==> src/rtl/bcc_pkg.sv <==
// types and constants shared by the button click classifier files
package bcc_pkg;

	localparam int CFG_W   = 16;
	localparam int LIMIT_W = 4;
	localparam int COUNT_W = 5;

	localparam logic [COUNT_W-1:0] COUNT_MAX = 5'd31;

	localparam logic [CFG_W-1:0]   LONG_PRESS_RESET  = 16'd500;
	localparam logic [CFG_W-1:0]   SHORT_PRESS_RESET = 16'd50;
	localparam logic [CFG_W-1:0]   MAX_GAP_RESET     = 16'd800;
	localparam logic [LIMIT_W-1:0] CLICK_LIMIT_RESET = 4'd1;

	typedef enum logic [1:0] {
		CFG_LONG_PRESS  = 2'd0,
		CFG_SHORT_PRESS = 2'd1,
		CFG_MAX_GAP     = 2'd2,
		CFG_CLICK_LIMIT = 2'd3
	} cfg_idx_t;

	typedef logic [COUNT_W-1:0] count_t;

endpackage

==> src/rtl/bcc_if.sv <==
// channel interfaces of the button click classifier

interface bcc_sample_if;
	logic valid;
	logic ready;
	logic button_level;

	modport source (output valid, output button_level, input ready);
	modport sink (input valid, input button_level, output ready);
endinterface

interface bcc_result_if;
	import bcc_pkg::*;
	logic   valid;
	logic   ready;
	logic   gesture_done;
	count_t long_clicks;
	count_t short_clicks;

	modport source (output valid, output gesture_done, output long_clicks,
		output short_clicks, input ready);
	modport sink (input valid, input gesture_done, input long_clicks,
		input short_clicks, output ready);
endinterface

interface bcc_cfg_if;
	import bcc_pkg::*;
	logic             valid;
	logic             ready;
	cfg_idx_t         index;
	logic [CFG_W-1:0] data;

	modport source (output valid, output index, output data, input ready);
	modport sink (input valid, input index, input data, output ready);
endinterface

==> src/rtl/button_click_classifier_unit.sv <==
// button click classifier: sorts presses into long and short clicks per gesture
//
// channels: sample carries one button level beat per millisecond tick; result
// returns exactly one beat per sample beat, with gesture_done set and both
// click counts on the tick a gesture ends, and all zero otherwise; cfg writes
// the four threshold registers (long press, short press, max gap, click limit)
// and is always ready, to be used only while no sample is in flight.
// path: a sample accepted into the input register is classified in one pass
// of counters and compares and then registered into the result register.
// throughput: one sample per cycle while the result side does not stall; the
// press and gap timers are registers that each tick reads back and updates.
// stall: a valid result register holds while result.ready is low; the input stage
// then fills and sample.ready drops until the result beat is taken.
// reset: arst_n clears the timers, counts and valid flags and loads the
// register defaults of 500, 50, 800 and 1.
// timers saturate at 2^TIMER_BITS - 1, click counts at 31.
module button_click_classifier_unit #(
	parameter int TIMER_BITS = 16
) (
	input logic          clk,
	input logic          arst_n,
	bcc_sample_if.sink   sample,
	bcc_result_if.source result,
	bcc_cfg_if.sink      cfg
);
	import bcc_pkg::*;

	// compare width covering both timer and threshold registers
	localparam int CMP_W = (TIMER_BITS > CFG_W) ? TIMER_BITS : CFG_W;
	localparam logic [TIMER_BITS-1:0] TIMER_MAX = {TIMER_BITS{1'b1}};

	// threshold registers
	logic [CFG_W-1:0]   long_press_q;
	logic [CFG_W-1:0]   short_press_q;
	logic [CFG_W-1:0]   max_gap_q;
	logic [LIMIT_W-1:0] click_limit_q;

	// gesture state
	logic                  press_active_q;
	logic [TIMER_BITS-1:0] press_timer_q;
	logic                  gap_active_q;
	logic [TIMER_BITS-1:0] gap_timer_q;
	count_t                long_count_q;
	count_t                short_count_q;

	// input stage
	logic valid_s1;
	logic level_s1;

	// result register
	logic   out_valid_q;
	logic   done_q;
	count_t long_out_q;
	count_t short_out_q;

	logic advance;
	logic out_free;

	// next-state values of one tick
	logic                  press_active_d;
	logic [TIMER_BITS-1:0] press_timer_d;
	logic [TIMER_BITS-1:0] press_tick;
	logic                  gap_active_d;
	logic [TIMER_BITS-1:0] gap_timer_d;
	logic [TIMER_BITS-1:0] gap_tick;
	count_t                long_count_d;
	count_t                short_count_d;
	logic                  is_long;
	logic                  is_short;
	logic [COUNT_W:0]      total;
	logic                  gesture_end;

	// handshakes
	assign out_free     = !out_valid_q || result.ready;
	assign advance      = valid_s1 && out_free;
	assign sample.ready = !valid_s1 || out_free;
	assign cfg.ready    = 1'b1;

	// config writes
	always_ff @(posedge clk or negedge arst_n) begin
		if (!arst_n) begin
			long_press_q  <= LONG_PRESS_RESET;
			short_press_q <= SHORT_PRESS_RESET;
			max_gap_q     <= MAX_GAP_RESET;
			click_limit_q <= CLICK_LIMIT_RESET;
		end else if (cfg.valid) begin
			case (cfg.index)
				CFG_LONG_PRESS:  long_press_q  <= cfg.data;
				CFG_SHORT_PRESS: short_press_q <= cfg.data;
				CFG_MAX_GAP:     max_gap_q     <= cfg.data;
				CFG_CLICK_LIMIT: click_limit_q <= cfg.data[LIMIT_W-1:0];
				default: begin
				end
			endcase
		end
	end

	// input register
	always_ff @(posedge clk or negedge arst_n) begin
		if (!arst_n) begin
			valid_s1 <= 1'b0;
		end else if (sample.ready) begin
			valid_s1 <= sample.valid;
		end
	end

	always_ff @(posedge clk) begin
		if (sample.valid && sample.ready) begin
			level_s1 <= sample.button_level;
		end
	end

	// one tick of the classifier
	always_comb begin
		// timers run first, saturating
		gap_tick = gap_timer_q;
		if (gap_active_q && gap_timer_q != TIMER_MAX) begin
			gap_tick = gap_timer_q + 1'b1;
		end
		press_tick = press_timer_q;
		if (press_active_q && press_timer_q != TIMER_MAX) begin
			press_tick = press_timer_q + 1'b1;
		end

		press_active_d = press_active_q;
		press_timer_d  = press_tick;
		gap_active_d   = gap_active_q;
		gap_timer_d    = gap_tick;
		long_count_d   = long_count_q;
		short_count_d  = short_count_q;

		// long test wins over short
		is_long  = CMP_W'(press_tick) >= CMP_W'(long_press_q);
		is_short = !is_long && (CMP_W'(press_tick) >= CMP_W'(short_press_q));

		if (level_s1) begin
			if (!press_active_q) begin
				press_active_d = 1'b1;
				press_timer_d  = '0;
			end
		end else if (press_active_q) begin
			if (is_long && long_count_q != COUNT_MAX) begin
				long_count_d = long_count_q + 1'b1;
			end
			if (is_short && short_count_q != COUNT_MAX) begin
				short_count_d = short_count_q + 1'b1;
			end
			// a counted click restarts the gap timing, a too-short press does not
			if (is_long || is_short) begin
				gap_active_d = 1'b1;
				gap_timer_d  = '0;
			end
			press_active_d = 1'b0;
			press_timer_d  = '0;
		end

		total = {1'b0, long_count_d} + {1'b0, short_count_d};

		// only a released tick can end the gesture
		gesture_end = !level_s1 && (
			(gap_active_d && (CMP_W'(gap_timer_d) > CMP_W'(max_gap_q))) ||
			(total > (COUNT_W + 1)'(click_limit_q)));
	end

	// gesture state update
	always_ff @(posedge clk or negedge arst_n) begin
		if (!arst_n) begin
			press_active_q <= 1'b0;
			press_timer_q  <= '0;
			gap_active_q   <= 1'b0;
			gap_timer_q    <= '0;
			long_count_q   <= '0;
			short_count_q  <= '0;
		end else if (advance) begin
			press_active_q <= press_active_d;
			press_timer_q  <= press_timer_d;
			if (gesture_end) begin
				// report once, then clear the counts and the gap timing
				gap_active_q  <= 1'b0;
				gap_timer_q   <= '0;
				long_count_q  <= '0;
				short_count_q <= '0;
			end else begin
				gap_active_q  <= gap_active_d;
				gap_timer_q   <= gap_timer_d;
				long_count_q  <= long_count_d;
				short_count_q <= short_count_d;
			end
		end
	end

	// result register
	always_ff @(posedge clk or negedge arst_n) begin
		if (!arst_n) begin
			out_valid_q <= 1'b0;
		end else if (out_free) begin
			out_valid_q <= valid_s1;
		end
	end

	always_ff @(posedge clk) begin
		if (advance) begin
			done_q      <= gesture_end;
			long_out_q  <= gesture_end ? long_count_d : '0;
			short_out_q <= gesture_end ? short_count_d : '0;
		end
	end

	assign result.valid        = out_valid_q;
	assign result.gesture_done = done_q;
	assign result.long_clicks  = long_out_q;
	assign result.short_clicks = short_out_q;

endmodule

==> src/flat_wrapper.sv <==
// flat-port wrapper written by rule: the top's interface ports become plain ports
module button_click_classifier_unit_flat import bcc_pkg::*;
#(
	parameter int TIMER_BITS = 16
)
  (clk, arst_n, sample_valid, sample_button_level, sample_ready, result_valid, result_gesture_done, result_long_clicks, result_short_clicks, result_ready, cfg_valid, cfg_index, cfg_data, cfg_ready);
  bcc_sample_if sample_i ();
  bcc_result_if result_i ();
  bcc_cfg_if cfg_i ();
  input logic clk;
  input logic arst_n;
  input wire logic [$bits(sample_i.valid)-1:0] sample_valid;
  input wire logic [$bits(sample_i.button_level)-1:0] sample_button_level;
  output wire logic [$bits(sample_i.ready)-1:0] sample_ready;
  output wire logic [$bits(result_i.valid)-1:0] result_valid;
  output wire logic [$bits(result_i.gesture_done)-1:0] result_gesture_done;
  output wire logic [$bits(result_i.long_clicks)-1:0] result_long_clicks;
  output wire logic [$bits(result_i.short_clicks)-1:0] result_short_clicks;
  input wire logic [$bits(result_i.ready)-1:0] result_ready;
  input wire logic [$bits(cfg_i.valid)-1:0] cfg_valid;
  input wire logic [$bits(cfg_i.index)-1:0] cfg_index;
  input wire logic [$bits(cfg_i.data)-1:0] cfg_data;
  output wire logic [$bits(cfg_i.ready)-1:0] cfg_ready;
  assign sample_i.valid = sample_valid;
  assign sample_i.button_level = sample_button_level;
  assign sample_ready = sample_i.ready;
  assign result_valid = result_i.valid;
  assign result_gesture_done = result_i.gesture_done;
  assign result_long_clicks = result_i.long_clicks;
  assign result_short_clicks = result_i.short_clicks;
  assign result_i.ready = result_ready;
  assign cfg_i.valid = cfg_valid;
  assign cfg_i.index = cfg_index;
  assign cfg_i.data = cfg_data;
  assign cfg_ready = cfg_i.ready;
  button_click_classifier_unit #(.TIMER_BITS(TIMER_BITS)) u_core (.clk(clk), .arst_n(arst_n), .sample(sample_i), .result(result_i), .cfg(cfg_i));
endmodule
==> config.mk <==
export PLATFORM = sky130hd
export DESIGN_NAME = button_click_classifier_unit_flat
export DESIGN_NICKNAME = d
export VERILOG_FILES = /design/src/rtl/bcc_pkg.sv /design/src/rtl/bcc_if.sv /design/src/rtl/button_click_classifier_unit.sv /design/src/flat_wrapper.sv
export SDC_FILE = /design/constraint.sdc
export NUM_CORES = 1
export LEC_CHECK = 0
export BUFFER_PORTS_ARGS = -buffer_cell sky130_fd_sc_hd__clkbuf_2
export CAP_MARGIN = 20
export CORE_ASPECT_RATIO = 1.1
export CORE_MARGIN = 2
export CORE_UTILIZATION = 65
export CTS_BUF_LIST = sky130_fd_sc_hd__clkbuf_4 sky130_fd_sc_hd__clkbuf_8
export CTS_CLUSTER_SIZE = 25
export DETAILED_ROUTE_END_ITERATION = 8
export PLACE_DENSITY_LB_ADDON = 0.25
export SETUP_SLACK_MARGIN = 0.2
export SLEW_MARGIN = 20
export SYNTH_ARGS = -nofsm -noshare
export SYNTH_HDL_FRONTEND = slang
export SYNTH_SLANG_ARGS = --single-unit
==> constraint.sdc <==
create_clock -name clk -period 11.5 [get_ports clk]
set_clock_uncertainty 0.2 [all_clocks]
set_input_delay 2.3 -clock clk [delete_from_list [all_inputs] [get_ports clk]]
set_output_delay 2.3 -clock clk [all_outputs]
set_load 0.02 [all_outputs]
Word-level counts from Yosys, hierarchy flattened
Cells that the tools add are included.
{"block": "totals", "output_inout_bits": 14, "elab_cells": 76, "in_bits": 24, "ff_bits": 110}
{"block": "op_classes", "mux": 22, "n_lt_le_gt_ge": 4, "n_eq_ne": 7, "n_addsub": 5, "n_reduce_logical": 22}
{"operator": "$mux 16", "count": 9}
{"operator": "$mux 5", "count": 8}
{"operator": "$add 16x1->16 const B", "count": 2}
{"operator": "$ge 16x16->1", "count": 2}
{"operator": "$ne 16x16->1 const B", "count": 2}
{"operator": "$gt 16x16->1", "count": 1}
{"operator": "$add 5x1->5 const B", "count": 2}
{"operator": "$ne 5x5->1 const B", "count": 2}
{"operator": "$logic_and 1x1->1", "count": 9}
{"operator": "$reduce_and 2->1", "count": 4}
{"operator": "$add 5x5->6", "count": 1}
{"operator": "$gt 6x4->1", "count": 1}
{"operator": "$mux 1", "count": 5}
{"operator": "$eq 2x2->1 const B", "count": 2}
{"operator": "$logic_not 1->1", "count": 4}
{"operator": "$logic_or 1x1->1", "count": 4}
{"operator": "$eq 2x1->1 const B", "count": 1}
{"operator": "$logic_not 2->1", "count": 1}

Logic depth before layout (Yosys ltp)
{"block": "depth", "word_depth": 15, "depth_mapped": 28, "mapped_depth_nobuf": 25}

Worst setup path after synthesis
No wires, ideal clock.
{"block": "synth_path", "path_type": "flip-flop to flip-flop", "from": "register u_core.press_timer_q[6]", "to": "register u_core.long_out_q[2], in the netlist u_core.result.long_clicks[2] (data pin)", "arrival_ns": 6.213, "path_slack_ns": 4.833, "path_stages_with_launch": 29, "setup_time_ns": 0.255, "synth_period_minus_slack_ns": 6.667, "path_buffers": 3, "required_time_ns": 11.045, "cell_sequence": "dfrtp_1 -> clkbuf_1 -> and3_1 -> nand3_1 -> o31ai_2 -> nor3_1 -> and3_1 -> xor2_1 -> ha_1 -> and2_1 -> nand4_1 -> or4_4 -> and3_1 -> and3_1 -> clkbuf_1 -> xor2_1 -> ha_1 -> inv_1 -> fa_1 -> inv_1 -> ha_1 -> nor2b_1 -> o21a_1 -> o21a_1 -> o21a_1 -> nor4_2 -> a21oi_4 -> buf_2 -> and2_1"}
{"block": "synth_between", "elab_chain_len": 14, "elab_cells_between_ends": 29, "classes_between": "add/sub (2); order compare (4); eq/ne (1); mux (13); reduce/logical (9)"}
{"element": "start: declaration", "line_no": "button_click_classifier_unit.sv:40", "text": "logic [TIMER_BITS-1:0] press_timer_q;"}
{"element": "start signal: assignment", "line_no": "button_click_classifier_unit.sv:176", "text": "press_timer_q <= press_timer_d;"}
{"element": "parallel branches: the longest is 2 deep, another holds $add 16x1->16"}
{"element": "$mux 16 *", "line_no": "button_click_classifier_unit.sv:121", "text": "if (press_active_q && press_timer_q != TIMER_MAX) begin"}
{"element": "$ge 16x16->1", "line_no": "button_click_classifier_unit.sv:133", "text": "is_long = CMP_W'(press_tick) >= CMP_W'(long_press_q);"}
{"element": "$logic_not 1->1", "line_no": "button_click_classifier_unit.sv:134", "text": "is_short = !is_long && (CMP_W'(press_tick) >= CMP_W'(short_press_q));"}
{"element": "$logic_and 1x1->1 *", "line_no": "button_click_classifier_unit.sv:134"}
{"element": "$logic_and 1x1->1 *", "line_no": "button_click_classifier_unit.sv:145", "text": "if (is_short && short_count_q != COUNT_MAX) begin"}
{"element": "$mux 5 *", "line_no": "button_click_classifier_unit.sv:145"}
{"element": "$mux 5 *", "line_no": "button_click_classifier_unit.sv:141", "text": "end else if (press_active_q) begin"}
{"element": "$mux 5 *", "line_no": "button_click_classifier_unit.sv:136", "text": "if (level_s1) begin"}
{"element": "net u_core.short_count_d[0]", "line_no": "button_click_classifier_unit.sv:67", "text": "count_t short_count_d;"}
{"element": "$add 5x5->6 *", "line_no": "button_click_classifier_unit.sv:157", "text": "total = {1'b0, long_count_d} + {1'b0, short_count_d};"}
{"element": "$gt 6x4->1 *", "line_no": "button_click_classifier_unit.sv:162", "text": "(total > (COUNT_W + 1)'(click_limit_q)));"}
{"element": "$logic_or 1x1->1 *", "line_no": "button_click_classifier_unit.sv:161", "text": "(gap_active_d && (CMP_W'(gap_timer_d) > CMP_W'(max_gap_q))) ||"}
{"element": "$logic_and 1x1->1 *", "line_no": "button_click_classifier_unit.sv:160", "text": "gesture_end = !level_s1 && ("}
{"element": "net u_core.gesture_end", "line_no": "button_click_classifier_unit.sv:71", "text": "logic gesture_end;"}
{"element": "end signal: assignment", "line_no": "button_click_classifier_unit.sv:204", "text": "long_out_q <= gesture_end ? long_count_d : '0;"}
{"element": "end: declaration", "line_no": "button_click_classifier_unit.sv:53", "text": "count_t long_out_q;"}
Mark *: on every way through the listed nets, which the timed path passes.
A chain may end at the register's enable or synchronous reset.

Worst setup path in the final report
{"block": "layout_path", "from": "register u_core.press_timer_q[9]", "to": "register u_core.gap_timer_q[4]"}
{"block": "layout_between", "elab_chain_len": 15, "elab_cells_between_ends": 30, "classes_between": "add/sub (2); order compare (4); eq/ne (1); mux (14); reduce/logical (9)"}
{"element": "parallel branches: the longest is 2 deep, another holds $add 16x1->16"}
{"element": "$mux 16 *", "line_no": "button_click_classifier_unit.sv:121"}
{"element": "$ge 16x16->1", "line_no": "button_click_classifier_unit.sv:133"}
{"element": "$logic_not 1->1", "line_no": "button_click_classifier_unit.sv:134"}
{"element": "$logic_and 1x1->1 *", "line_no": "button_click_classifier_unit.sv:134"}
{"element": "$logic_and 1x1->1 *", "line_no": "button_click_classifier_unit.sv:145"}
{"element": "$mux 5 *", "line_no": "button_click_classifier_unit.sv:145"}
{"element": "$mux 5 *", "line_no": "button_click_classifier_unit.sv:141"}
{"element": "$mux 5 *", "line_no": "button_click_classifier_unit.sv:136"}
{"element": "net u_core.short_count_d[0]", "line_no": "button_click_classifier_unit.sv:67"}
{"element": "$add 5x5->6 *", "line_no": "button_click_classifier_unit.sv:157"}
{"element": "$gt 6x4->1 *", "line_no": "button_click_classifier_unit.sv:162"}
{"element": "$logic_or 1x1->1 *", "line_no": "button_click_classifier_unit.sv:161"}
{"element": "$logic_and 1x1->1 *", "line_no": "button_click_classifier_unit.sv:160"}
{"element": "$mux 16 *", "line_no": "button_click_classifier_unit.sv:177", "text": "if (gesture_end) begin"}
{"element": "end signal: assignment", "line_no": "button_click_classifier_unit.sv:185", "text": "gap_timer_q <= gap_timer_d;"}
{"element": "end: declaration", "line_no": "button_click_classifier_unit.sv:42", "text": "logic [TIMER_BITS-1:0] gap_timer_q;"}
Marks and branches as above.

==> results.sh <==
export IMPL_status="completed"
export IMPL_vias=5454
export IMPL_ctsHoldBuffers=0
export IMPL_finalPower_uw=942
export IMPL_period_share_pct=67.0
export IMPL_cp_end_kind="flop"
export IMPL_drv_cap=0
export IMPL_grt_pass1_wl_um=26200
export IMPL_die_y_um=114
export IMPL_hold_viol_final=0
export IMPL_cts_setup_buffers=0
export IMPL_fin_crit_ns=7.71
export IMPL_hpwl_um=11700
export IMPL_gr_total_overflow=0
export IMPL_antenna_cells=0
export IMPL_cts_resized=0
export IMPL_htreeDepth=3
export IMPL_drt_total_wl_um=15700
export IMPL_slew_viol_final=0
export IMPL_syn_nets=814
export IMPL_p_per_area_mw_per_mm2=124
export IMPL_start_util_pct=65.7
export IMPL_setup_viol=0
export IMPL_track_usage_pct=28.0
export IMPL_coreArea_sq_mm=0.0108
export IMPL_grt_pass1_vias=5435
export IMPL_ys_flop_type="dfrtp_1"
export IMPL_layout_drive_gt1_share_pct=17.7
export IMPL_critPathLaunchType="flop"
export IMPL_io_buffers=36
export IMPL_grt_max_degree=69
export IMPL_critPathKind="flop to flop"
export IMPL_fill_cells=867
export IMPL_rsz0062_at_grt="false"
export IMPL_wl_per_cell_um=17.4
export IMPL_tritoncts="built"
export IMPL_syn_area_sq_mm=0.00711
export IMPL_cp_required_ns=11.55
export IMPL_gp_congestion=0.903
export IMPL_layout_common_cells="dfrtp_1 (85), nand2_1 (75), inv_1 (65), ha_1 (64), nor2_1 (41)"
export IMPL_synth_edff_count=12
export IMPL_final_util_pct=70.2
export IMPL_drt_pass1_iterations=5
export IMPL_syn_to_final_growth_pct=6.76
export IMPL_arrival_ns=7.76
export IMPL_clock_latency_ns=0.37
export IMPL_cts_sinks=110
export IMPL_ys_warn_count=0
export IMPL_peakVddDrop_mv=0.0667
export IMPL_die_area_sq_mm=0.0118
export IMPL_finalSetupTns_ns=0
export IMPL_p_leak_nw=3.61
export IMPL_synth_avg_cell_area_sq_um=9.80
export IMPL_die_width_um=104
export IMPL_hp_class="flop to flop"
export IMPL_synth_seq_cells=110
export IMPL_seq_area_frac_synth_pct=39.8
export IMPL_synth_cells=725
export IMPL_tightest_slew_ns=1.12
export IMPL_async_reset_ff_share_pct=89.1
export IMPL_ios=38
export IMPL_clk_path_buf_depth=2
export IMPL_mostFrequentLayoutCell="dfrtp_1"
export IMPL_path_max_fanout=35
export IMPL_cts_made_buffers=9
export IMPL_yosysUniqueCellTypes=66
export IMPL_path_clk_slew_ns=0.10
export IMPL_viasPerCell=6.06
export IMPL_cts_root_buffer="clkbuf_8"
export IMPL_achievable_frequency_ghz=0.130
export IMPL_antenna_found_initial=0
export IMPL_rows=40
export IMPL_drtIter0Drc=223
export IMPL_ant_nets=0
export IMPL_num_nets_final=838
export IMPL_drc=0
export IMPL_relSlewSlack_pct=25.5
-- cell type report --
type	instances	area [sq um]	area share, %
clock buffers	10	131	1.73
repair buffers	40	213	2.80
multi-input cells	523	3910	51.6
clock inverters	5	75.1	0.989
inverters	65	244	3.22
well taps	147	184	2.42
flip-flops and latches	110	2830	37.3
-- synth_stat cells, types with 2 or more instances --
cell | instances | share of area (%)
o41ai_2 | 6 | 1.4
mux2_2 | 39 | 6.2
nor2_1 | 41 | 2.2
o22a_1 | 2 | 0.25
nor4_1 | 3 | 0.26
or2_2 | 3 | 0.26
a211oi_1 | 4 | 0.42
mux2i_1 | 13 | 1.8
nor3_1 | 11 | 0.77
a21oi_1 | 18 | 1.3
dfrtp_1 | 85 | 30
or4_1 | 3 | 0.32
nand4_1 | 19 | 1.7
nor2b_1 | 8 | 0.70
ha_1 | 64 | 11
nand3b_1 | 4 | 0.42
a41oi_1 | 3 | 0.37
nand3_1 | 20 | 1.4
a21o_1 | 6 | 0.63
and4_1 | 6 | 0.74
o21a_1 | 11 | 1.2
o2111ai_1 | 2 | 0.25
clkbuf_1 | 17 | 0.90
o21ai_0 | 39 | 2.7
o31ai_1 | 9 | 0.95
and2_1 | 16 | 1.4
edfxtp_1 | 12 | 5.1
buf_6 | 3 | 0.48
buf_2 | 5 | 0.35
a32o_1 | 4 | 0.56
xnor2_1 | 15 | 1.8
o211ai_1 | 2 | 0.21
dfstp_2 | 13 | 4.8
xor2_1 | 19 | 2.3
o41ai_1 | 6 | 0.74
nand2b_1 | 9 | 0.79
and3_1 | 13 | 1.1
a31oi_1 | 2 | 0.18
inv_1 | 65 | 3.4
o21ai_1 | 4 | 0.28
nand2_1 | 76 | 4.0
-- critical path, stage by stage, from the launching register on --
cell	delay [ns]
dfrtp_1	0.47
and4_1	0.27
nand3_1	0.16
o31ai_2	0.63
nor3_1	0.22
and3_1	0.27
xor2_1	0.17
ha_1	0.33
nand4_1	0.10
nor2_1	0.14
nand4_1	0.11
o211ai_1	0.72
and3_1	0.40
xor2_1	0.29
ha_1	0.20
inv_1	0.05
fa_1	0.49
inv_1	0.05
ha_1	0.28
nor2b_1	0.13
o21a_1	0.16
o21a_1	0.16
o21a_1	0.18
nor4_2	0.55
a21oi_4	0.40
o41ai_1	0.44
-- cells by family after synthesis --
family,synth area share (%)
AOI/OAI and AO/OA,13.8
buffers and inverters,5.32
DFF,39.8
xor gates and xnor gates,4.19
other,0.0528
and+or+nand+nor,17.1
muxes,8.20
adders and majority gates,11.5
-- per-layer routing --
| layer | vias to the layer above | wire length [um] | track usage [%] |
|---|---|---|---|
| met5 | - | 0 | 0 |
| met4 | 0 | 650 | 14.7 |
| met3 | 49 | 723 | 4.17 |
| met2 | 159 | 7880 | 49.2 |
| met1 | 2626 | 6440 | 33.7 |
| li1 | 2620 | - | - |
-- worst paths after layout --
path                                         startpoint                 endpoint  slack, ns  cells past startpoint
worst max-delay path            u_core.press_timer_q[9]    u_core.gap_timer_q[4]       3.79                     25
worst max register to register  u_core.press_timer_q[9]    u_core.gap_timer_q[4]       3.79                     25
max in group asynchronous                        arst_n  u_core.long_press_q[15]       8.27                      2
worst min register to register  u_core.click_limit_q[1]  u_core.click_limit_q[1]       0.32                      1
worst min-delay path            u_core.click_limit_q[1]  u_core.click_limit_q[1]       0.32                      1
min in group asynchronous                        arst_n   u_core.long_count_q[3]       1.65                      1
-- sequential cells by signal, indices dropped and copies added, names as in the netlist, 4 cells and up --
signal                      count
u_core.press_timer_q           16
u_core.long_count_q             5
u_core.short_count_q            5
u_core.short_press_q           16
u_core.result.long_clicks       5
u_core.long_press_q            16
u_core.click_limit_q            4
u_core.result.short_clicks      5
u_core.gap_timer_q             16
u_core.max_gap_q               16
-- power by group --
| part | total, mW | switching [mW] | internal [mW] |
|---|---|---|---|
| combinational | 0.222 | 0.133 | 0.0884 |
| clock | 0.248 | 0.125 | 0.123 |
| sequential | 0.472 | 0.0288 | 0.443 |
| total | 0.942 | 0.288 | 0.654 |
-- metrics by stage --
step | cell area [sq um] | hold WS, ns | instances | setup WS [ns]
2_1_floorplan | 7110 | 0.257 | 725 | 4.83
3_5_place_dp | 7380 | 0.296 | 885 | 3.90
5_1_grt | 7590 | 0.336 | 900 | 3.17
3_3_place_gp | 7380 | 0.288 | 885 | 4.18
4_1_cts | 7580 | 0.317 | 900 | 3.83
6_report | 7590 | 0.315 | 900 | 3.79
Power figures use the tool's default switching activity.
